`src/rtl/core/hsv565_pkg.sv`:
```
// Shared types and constants of the HSV to RGB565 core.
package hsv565_pkg;

  // Stream word widths, fields packed from the lowest bit up.
  localparam int unsigned S_TDATA_W = 32;
  localparam int unsigned M_TDATA_W = 40;

  // Number of register stages from the input to the output register.
  localparam int unsigned PIPE_DEPTH = 7;

  // Reciprocal constants for division by constants (2^s / d, floored unless noted).
  localparam logic [10:0] RECIP60_S16  = 11'd1092;   // 1/60 with 16 fraction bits
  localparam logic [11:0] RECIP6_S14   = 12'd2731;   // 1/6 with 14 fraction bits (rounded up)
  localparam logic [16:0] RECIP60_S22  = 17'd69905;  // 1/60 with 22 fraction bits
  localparam logic [8:0]  RECIP255_S16 = 9'd257;     // 1/255 with 16 fraction bits

  // Hue sectors of 60 degrees, named after the dominant channel and the rising or falling one.
  typedef enum logic [2:0] {
    SEC_RED_UPG = 3'd0,
    SEC_GRN_DNR = 3'd1,
    SEC_GRN_UPB = 3'd2,
    SEC_BLU_DNG = 3'd3,
    SEC_BLU_UPR = 3'd4,
    SEC_RED_DNB = 3'd5
  } sector_e;

endpackage

```
`src/rtl/core/hsv565_datapath.sv`:
```
// Seven-stage arithmetic pipeline of the HSV to RGB565 core.
module hsv565_datapath #(
  parameter int unsigned HUE_FRAC_BITS = 6
) (
  input  logic                            clk_i,
  input  logic                            en_i,
  input  logic [hsv565_pkg::S_TDATA_W-1:0] data_i,
  output logic [hsv565_pkg::M_TDATA_W-1:0] data_o
);
  import hsv565_pkg::*;

  localparam logic [15:0] SPAN      = 16'(60 << HUE_FRAC_BITS);
  localparam logic [15:0] FRAC_MASK = 16'((1 << HUE_FRAC_BITS) - 1);

  // Stage 1: hue integer part, coarse quotient by 60, chroma and offset terms.
  logic [14:0] hue_in, h_int;
  logic [7:0]  sat_in, val_in;
  logic [25:0] hq_prod;
  logic [14:0] s1_hue_q, s1_h_q;
  logic [9:0]  s1_q0_q;
  logic [15:0] s1_c_q, s1_m_q;
  logic [7:0]  s1_v_q;

  assign hue_in  = data_i[14:0];
  assign sat_in  = data_i[22:15];
  assign val_in  = data_i[30:23];
  assign h_int   = hue_in >> HUE_FRAC_BITS;
  assign hq_prod = 26'(h_int) * 26'(RECIP60_S16);

  always_ff @(posedge clk_i) begin
    if (en_i) begin
      s1_hue_q <= hue_in;
      s1_h_q   <= h_int;
      s1_q0_q  <= hq_prod[25:16];
      s1_c_q   <= 16'(val_in) * 16'(sat_in);
      s1_m_q   <= 16'(val_in) * 16'(8'd255 - sat_in);
      s1_v_q   <= val_in;
    end
  end

  // Stage 2: exact sector count and offset within the sector; coarse low/255.
  logic [15:0] h_rem;
  logic        h_fix;
  logic [9:0]  qh;
  logic [15:0] rem_fixed, offs;
  logic [24:0] lq_prod;
  logic [9:0]  s2_qh_q;
  logic [15:0] s2_offs_q, s2_c_q, s2_m_q;
  logic [7:0]  s2_v_q, s2_lq0_q;

  assign h_rem     = 16'(s1_h_q) - 16'(s1_q0_q) * 16'd60;
  assign h_fix     = (h_rem >= 16'd60);
  assign qh        = h_fix ? s1_q0_q + 10'd1 : s1_q0_q;
  assign rem_fixed = h_fix ? h_rem - 16'd60 : h_rem;
  assign offs      = (rem_fixed << HUE_FRAC_BITS) | (16'(s1_hue_q) & FRAC_MASK);
  assign lq_prod   = 25'(s1_m_q) * 25'(RECIP255_S16);

  always_ff @(posedge clk_i) begin
    if (en_i) begin
      s2_qh_q   <= qh;
      s2_offs_q <= offs;
      s2_c_q    <= s1_c_q;
      s2_m_q    <= s1_m_q;
      s2_v_q    <= s1_v_q;
      s2_lq0_q  <= lq_prod[23:16];
    end
  end

  // Stage 3: chroma times sector weight, sector count over six, minimum channel.
  logic [21:0] d_prod;
  logic [15:0] weight, l_rem;
  logic [7:0]  low;
  logic [9:0]  s3_qh_q;
  logic [6:0]  s3_d_q;
  logic [31:0] s3_prod_q;
  logic [15:0] s3_m_q;
  logic [7:0]  s3_v_q, s3_low_q;

  assign d_prod = 22'(s2_qh_q) * 22'(RECIP6_S14);
  assign weight = s2_qh_q[0] ? SPAN - s2_offs_q : s2_offs_q;
  assign l_rem  = s2_m_q - 16'(s2_lq0_q) * 16'd255;
  assign low    = (l_rem >= 16'd255) ? s2_lq0_q + 8'd1 : s2_lq0_q;

  always_ff @(posedge clk_i) begin
    if (en_i) begin
      s3_qh_q   <= s2_qh_q;
      s3_d_q    <= d_prod[20:14];
      s3_prod_q <= 32'(s2_c_q) * 32'(weight);
      s3_m_q    <= s2_m_q;
      s3_v_q    <= s2_v_q;
      s3_low_q  <= low;
    end
  end

  // Stage 4: sector number, scaled product and coarse quotient by 60.
  logic [9:0]  sect_full;
  logic [31:0] prod_shr;
  logic [21:0] t_val;
  logic [38:0] u_prod;
  logic [2:0]  s4_sect_q;
  logic [21:0] s4_t_q;
  logic [15:0] s4_u0_q, s4_m_q;
  logic [7:0]  s4_v_q, s4_low_q;

  assign sect_full = s3_qh_q - 10'(s3_d_q) * 10'd6;
  assign prod_shr  = s3_prod_q >> HUE_FRAC_BITS;
  assign t_val     = prod_shr[21:0];
  assign u_prod    = 39'(t_val) * 39'(RECIP60_S22);

  always_ff @(posedge clk_i) begin
    if (en_i) begin
      s4_sect_q <= sect_full[2:0];
      s4_t_q    <= t_val;
      s4_u0_q   <= u_prod[37:22];
      s4_m_q    <= s3_m_q;
      s4_v_q    <= s3_v_q;
      s4_low_q  <= s3_low_q;
    end
  end

  // Stage 5: exact quotient by 60, added to the offset term.
  logic [21:0] u_rem;
  logic [15:0] u_val;
  logic [16:0] y_sum;
  logic [2:0]  s5_sect_q;
  logic [15:0] s5_y_q;
  logic [7:0]  s5_v_q, s5_low_q;

  assign u_rem = s4_t_q - 22'(s4_u0_q) * 22'd60;
  assign u_val = (u_rem >= 22'd60) ? s4_u0_q + 16'd1 : s4_u0_q;
  assign y_sum = 17'(s4_m_q) + 17'(u_val);

  always_ff @(posedge clk_i) begin
    if (en_i) begin
      s5_sect_q <= s4_sect_q;
      s5_y_q    <= y_sum[15:0];
      s5_v_q    <= s4_v_q;
      s5_low_q  <= s4_low_q;
    end
  end

  // Stage 6: coarse quotient of the secondary channel by 255.
  logic [24:0] y_prod;
  logic [2:0]  s6_sect_q;
  logic [15:0] s6_y_q;
  logic [7:0]  s6_y0_q, s6_v_q, s6_low_q;

  assign y_prod = 25'(s5_y_q) * 25'(RECIP255_S16);

  always_ff @(posedge clk_i) begin
    if (en_i) begin
      s6_sect_q <= s5_sect_q;
      s6_y_q    <= s5_y_q;
      s6_y0_q   <= y_prod[23:16];
      s6_v_q    <= s5_v_q;
      s6_low_q  <= s5_low_q;
    end
  end

  // Stage 7: secondary channel, channel routing by sector and RGB565 packing.
  logic [15:0] y_rem;
  logic [7:0]  mid, red, grn, blu;
  logic [7:0]  out_r_q, out_g_q, out_b_q;
  logic [15:0] out_p_q;

  assign y_rem = s6_y_q - 16'(s6_y0_q) * 16'd255;
  assign mid   = (y_rem >= 16'd255) ? s6_y0_q + 8'd1 : s6_y0_q;

  always_comb begin
    case (sector_e'(s6_sect_q))
      SEC_RED_UPG: begin red = s6_v_q;   grn = mid;      blu = s6_low_q; end
      SEC_GRN_DNR: begin red = mid;      grn = s6_v_q;   blu = s6_low_q; end
      SEC_GRN_UPB: begin red = s6_low_q; grn = s6_v_q;   blu = mid;      end
      SEC_BLU_DNG: begin red = s6_low_q; grn = mid;      blu = s6_v_q;   end
      SEC_BLU_UPR: begin red = mid;      grn = s6_low_q; blu = s6_v_q;   end
      default:     begin red = s6_v_q;   grn = s6_low_q; blu = mid;      end
    endcase
  end

  always_ff @(posedge clk_i) begin
    if (en_i) begin
      out_r_q <= red;
      out_g_q <= grn;
      out_b_q <= blu;
      out_p_q <= {red[7:3], grn[7:2], blu[7:3]};
    end
  end

  assign data_o = {out_p_q, out_b_q, out_g_q, out_r_q};

endmodule

```
`src/rtl/core/hsv_to_rgb565_core.sv`:
```
// Top level of the HSV to RGB565 core: stream handshake and valid pipeline.
// Throughput is one request per cycle unless the master side stalls; the seven
// register stages all advance together.
// A stall on the master side holds every stage and drops s_axis_tready at once.
// Reset (rst_ni low, asynchronous) clears the valid bits only; data registers keep
// whatever they hold, and no result is presented until a new request arrives.
module hsv_to_rgb565_core #(
  parameter int unsigned HUE_FRAC_BITS = 6
) (
  input  logic                             clk_i,
  input  logic                             rst_ni,
  // Slave side. tdata: hue_sixtyfourths [14:0], saturation [22:15],
  // brightness [30:23], zero pad [31].
  input  logic                             s_axis_tvalid,
  output logic                             s_axis_tready,
  input  logic [hsv565_pkg::S_TDATA_W-1:0] s_axis_tdata,
  // Master side. tdata: red [7:0], green [15:8], blue [23:16], packed565 [39:24].
  output logic                             m_axis_tvalid,
  input  logic                             m_axis_tready,
  output logic [hsv565_pkg::M_TDATA_W-1:0] m_axis_tdata
);
  import hsv565_pkg::*;

  // One valid bit per register stage; bit PIPE_DEPTH-1 marks the output register.
  logic [PIPE_DEPTH-1:0] vld_q, vld_d;
  logic                  advance;

  // The pipeline moves whenever its output register is empty or being drained.
  // Bubbles in the middle simply travel along with the data.
  assign advance       = !vld_q[PIPE_DEPTH-1] || m_axis_tready;
  assign s_axis_tready = advance;
  assign m_axis_tvalid = vld_q[PIPE_DEPTH-1];

  always_comb begin
    vld_d = vld_q;
    if (advance) begin
      vld_d = {vld_q[PIPE_DEPTH-2:0], s_axis_tvalid};
    end
  end

  always_ff @(posedge clk_i or negedge rst_ni) begin
    if (!rst_ni) begin
      vld_q <= '0;
    end else begin
      vld_q <= vld_d;
    end
  end

  // The datapath registers share the same enable, so each request stays
  // aligned with its valid bit through all seven stages.
  hsv565_datapath #(
    .HUE_FRAC_BITS (HUE_FRAC_BITS)
  ) u_datapath (
    .clk_i  (clk_i),
    .en_i   (advance),
    .data_i (s_axis_tdata),
    .data_o (m_axis_tdata)
  );

endmodule

```
`config.mk`:
```
export PLATFORM = sky130hd
export DESIGN_NAME = hsv_to_rgb565_core
export DESIGN_NICKNAME = d
export VERILOG_FILES = /design/src/rtl/core/hsv565_pkg.sv /design/src/rtl/core/hsv565_datapath.sv /design/src/rtl/core/hsv_to_rgb565_core.sv
export SDC_FILE = /design/constraint.sdc
export NUM_CORES = 2
export LEC_CHECK = 0
export BUFFER_PORTS_ARGS = -buffer_cell sky130_fd_sc_hd__buf_2
export CAP_MARGIN = 20
export CORE_MARGIN = 3
export CORE_UTILIZATION = 65
export CTS_BUF_LIST = sky130_fd_sc_hd__clkbuf_4 sky130_fd_sc_hd__clkbuf_8
export DETAILED_ROUTE_END_ITERATION = 12
export PLACE_DENSITY = 0.88
export SYNTH_ARGS = -nofsm -noshare
export SYNTH_HDL_FRONTEND = slang
export SYNTH_SLANG_ARGS = --single-unit
```
`constraint.sdc`:
```
create_clock -name clk_i -period 15.8 [get_ports clk_i]
set_input_delay 1.58 -clock clk_i [delete_from_list [all_inputs] [get_ports clk_i]]
set_output_delay 1.58 -clock clk_i [all_outputs]
set_load 0.03 [all_outputs]
```
==> reports/metrics.yaml <==
run_status: "finished clean"
setup_viol: 0
clkSlewWorstSetupHoldPaths_ns: 0.06
place.gp.congestion: 0.922
h-tree-depth: 2
syn_inst: 3470
finalWorstSetupSlack_ns: 6.25
hold_viol: 0
fin_skew_ns: 0.0325
setup_tns_ns: 0
synthTopCellsByCount: "639 x inv_1, 534 x ha_1, 416 x fa_1"
min_path_type: "flop to flop"
root_buffer: "clkbuf_8"
tightestPinTransition_ns: 1.08
wl_mm: 78.8
netlist_top_cells_area: "edfxtp_1 29%, fa_1 22%, ha_1 18%, inv_1 6.4%, xnor2_1 3.2%"
nets: 4531
dieArea_um2: 60800
postRouteAntennaNets: 0
synth.most_common_cell: "inv_1"
vias: 25332
fill_cells: 3770
rsz0062_at_grt: "false"
synth.distinct_cells: 84
rows: 87
wl_per_cell_um: 18.1
cts_hold_buffers: 0
core_um2: 56800
first_iter_violations: 1733
critPathKind: "flop to flop"
ios: 78
clock_latency_ns: 0.68
min_period_over_period: 0.604
ctsResizeCount: 0
slew_headroom: 0.283
synth_ff_type: "edfxtp_1"
dr.pass1.iters: 5
endpoint_kind: "flop"
start_kind: "flop"
fin_area_um2: 40000
yosys_warnings: 0
syn_avg_cell_area_um2: 10.8
maxCapViolations: 0
numPortBuffers: 76
grt-ovfl-total: 0
area_delta_synth_final_pct: 6.33
antenna_found_initial: 1
grt_util_all_layers: 0.269
arrival_ns: 9.95
post_layout_nonfiller_instances: 4351
ys_seq_elements: 367
grt_max_degree: 88
cts.sinks: 367
postCtsSetupBuffers: 0
die_h_um: 247
grt_first_pass_wirelength_mm: 132
start_util: 0.662
drive_gt1_frac: 0.0620
dpl_worst_slack_ns: 6.54
path_max_fanout: 17
cp.required_ns: 16.20
placedCellCount: 4239
synthesis.area_um2: 37600
synth-edff-count: 360
cts_tree: "built"
avgViaCountPerCell: 5.82
cts_made_buffers: 60
critical-path-slowest-cell: "fa_1"
synthArstFlopShare: 0.0191
die_x_um: 247
yosysSeqAreaShare: 0.292
fmax_mhz: 105
synth_nets: 4456
clockBufferDepth: 3
fin_crit_ns: 9.55
max_stage_delay_ns: 0.55
drc: 0
synth_top_area_frac: 0.287
placed_area_um2: 38700
yosysTopAreaCell: "edfxtp_1"
slew_viol_final: 0
post-dp-hpwl_mm: 59.3
grt_pass1_vias: 27222
cells in the final DEF (no fill, tap or decap), drive strengths merged, types with 13 or more instances in the layout:
cell    Yosys  routed
a211oi     17      17
a21boi     14      14
a21o       48      48
a21oi     108     108
a22oi      15      15
a31oi      13      13
and2      136     136
and3       21      21
buf        19      94
clkbuf     62      72
clkinv      1      29
edfxtp    360     360
fa        416     416
ha        534     534
inv       639     642
mux2       14      14
nand2     219     219
nand2b     52      52
nand3      28      28
nand4      15      15
nor2      115     115
nor2b      99      99
nor3       37      37
o21a       34      34
o21ai     101     101
o21bai     17      17
xnor2     139     139
xor2       44      44
per-stage QoR:
| stage | hold slack (ns) | util |
|---|---|---|
| 3_3_place_gp | 0.400 | 0.682 |
| 4_1_cts | 0.405 | 0.704 |
| 3_5_place_dp | 0.405 | 0.682 |
| 2_1_floorplan | 0.400 | - |
| 5_1_grt | 0.422 | 0.704 |
| 6_report | 0.411 | 0.704 |
logic make-up (layout without fill, tap and decap cells):
kind of cell,Yosys count,after routing,synth area share
AO/OA/AOI/OAI,454,454,0.0796
XOR/XNOR,184,184,0.0432
adder cells (fa/ha/maj),950,950,0.399
buffers and inverters,721,845,0.0736
flip-flops,367,367,0.292
multiplexers,19,19,0.00552
other,0,1,0
AND/OR/NAND/NOR,775,775,0.107
layer usage:
metal  up-vias  GRT usage  wire length, µm
met1     12454      0.320            30000
met4         0      0.103             2840
met5         -          0                0
met3       267     0.0433             4970
met2       958      0.488            41000
li1      11653          -                -
path summary, 6_finish.rpt:
check,startpoint,end,slack [ns],cells past startpoint
worst max-delay path,u_datapath.s4_u0_q[3],u_datapath.s5_y_q[15],6.25,36
worst min-delay path,u_datapath.s5_v_q[7],u_datapath.s6_v_q[7],0.41,0
worst max register to register,u_datapath.s4_u0_q[3],u_datapath.s5_y_q[15],6.25,36
worst min register to register,u_datapath.s5_v_q[7],u_datapath.s6_v_q[7],0.41,0
max in group asynchronous,rst_ni,vld_q[4],14.93,1
min in group asynchronous,rst_ni,vld_q[3],0.71,1
flip-flops by register name, summed over array words and instances, names as in the netlist, 9 cells and up:
name                  flops
u_datapath.out_p_q       16
u_datapath.s1_c_q        16
u_datapath.s1_h_q         9
u_datapath.s1_m_q        16
u_datapath.s2_c_q        16
u_datapath.s2_m_q        16
u_datapath.s2_offs_q     16
u_datapath.s3_m_q        16
u_datapath.s3_prod_q     22
u_datapath.s4_m_q        16
u_datapath.s4_t_q        20
u_datapath.s4_u0_q       16
u_datapath.s5_y_q        16
u_datapath.s6_y_q        16
worst max-delay path: cells and delay by family, from the launching register on:
| family | cells | cell delay [ns] |
|---|---|---|
| compound gates | 17 | 4.05 |
| xor+xnor | 2 | 0.51 |
| flops | 1 | 0.50 |
| simple gates | 9 | 1.70 |
| buf+inv | 3 | 0.38 |
| fa+ha+maj | 5 | 2.11 |
area by class of cell:
| cell class | instances | area [µm²] | area share |
|---|---|---|---|
| Clock inverter | 39 | 363 | 0.00907 |
| Timing Repair Buffer | 94 | 515 | 0.0129 |
| Inverter | 640 | 2400 | 0.0600 |
| Tap cell | 756 | 946 | 0.0236 |
| Antenna cell | 1 | 2.50 | 0.0000625 |
| Clock buffer | 72 | 916 | 0.0229 |
| Sequential cell | 367 | 11000 | 0.274 |
| Multi-Input combinational cell | 2382 | 23900 | 0.597 |
Power is left out: the tool's default activity adds up to more than one toggle a clock period on the data nets, which glitch-free logic cannot reach.
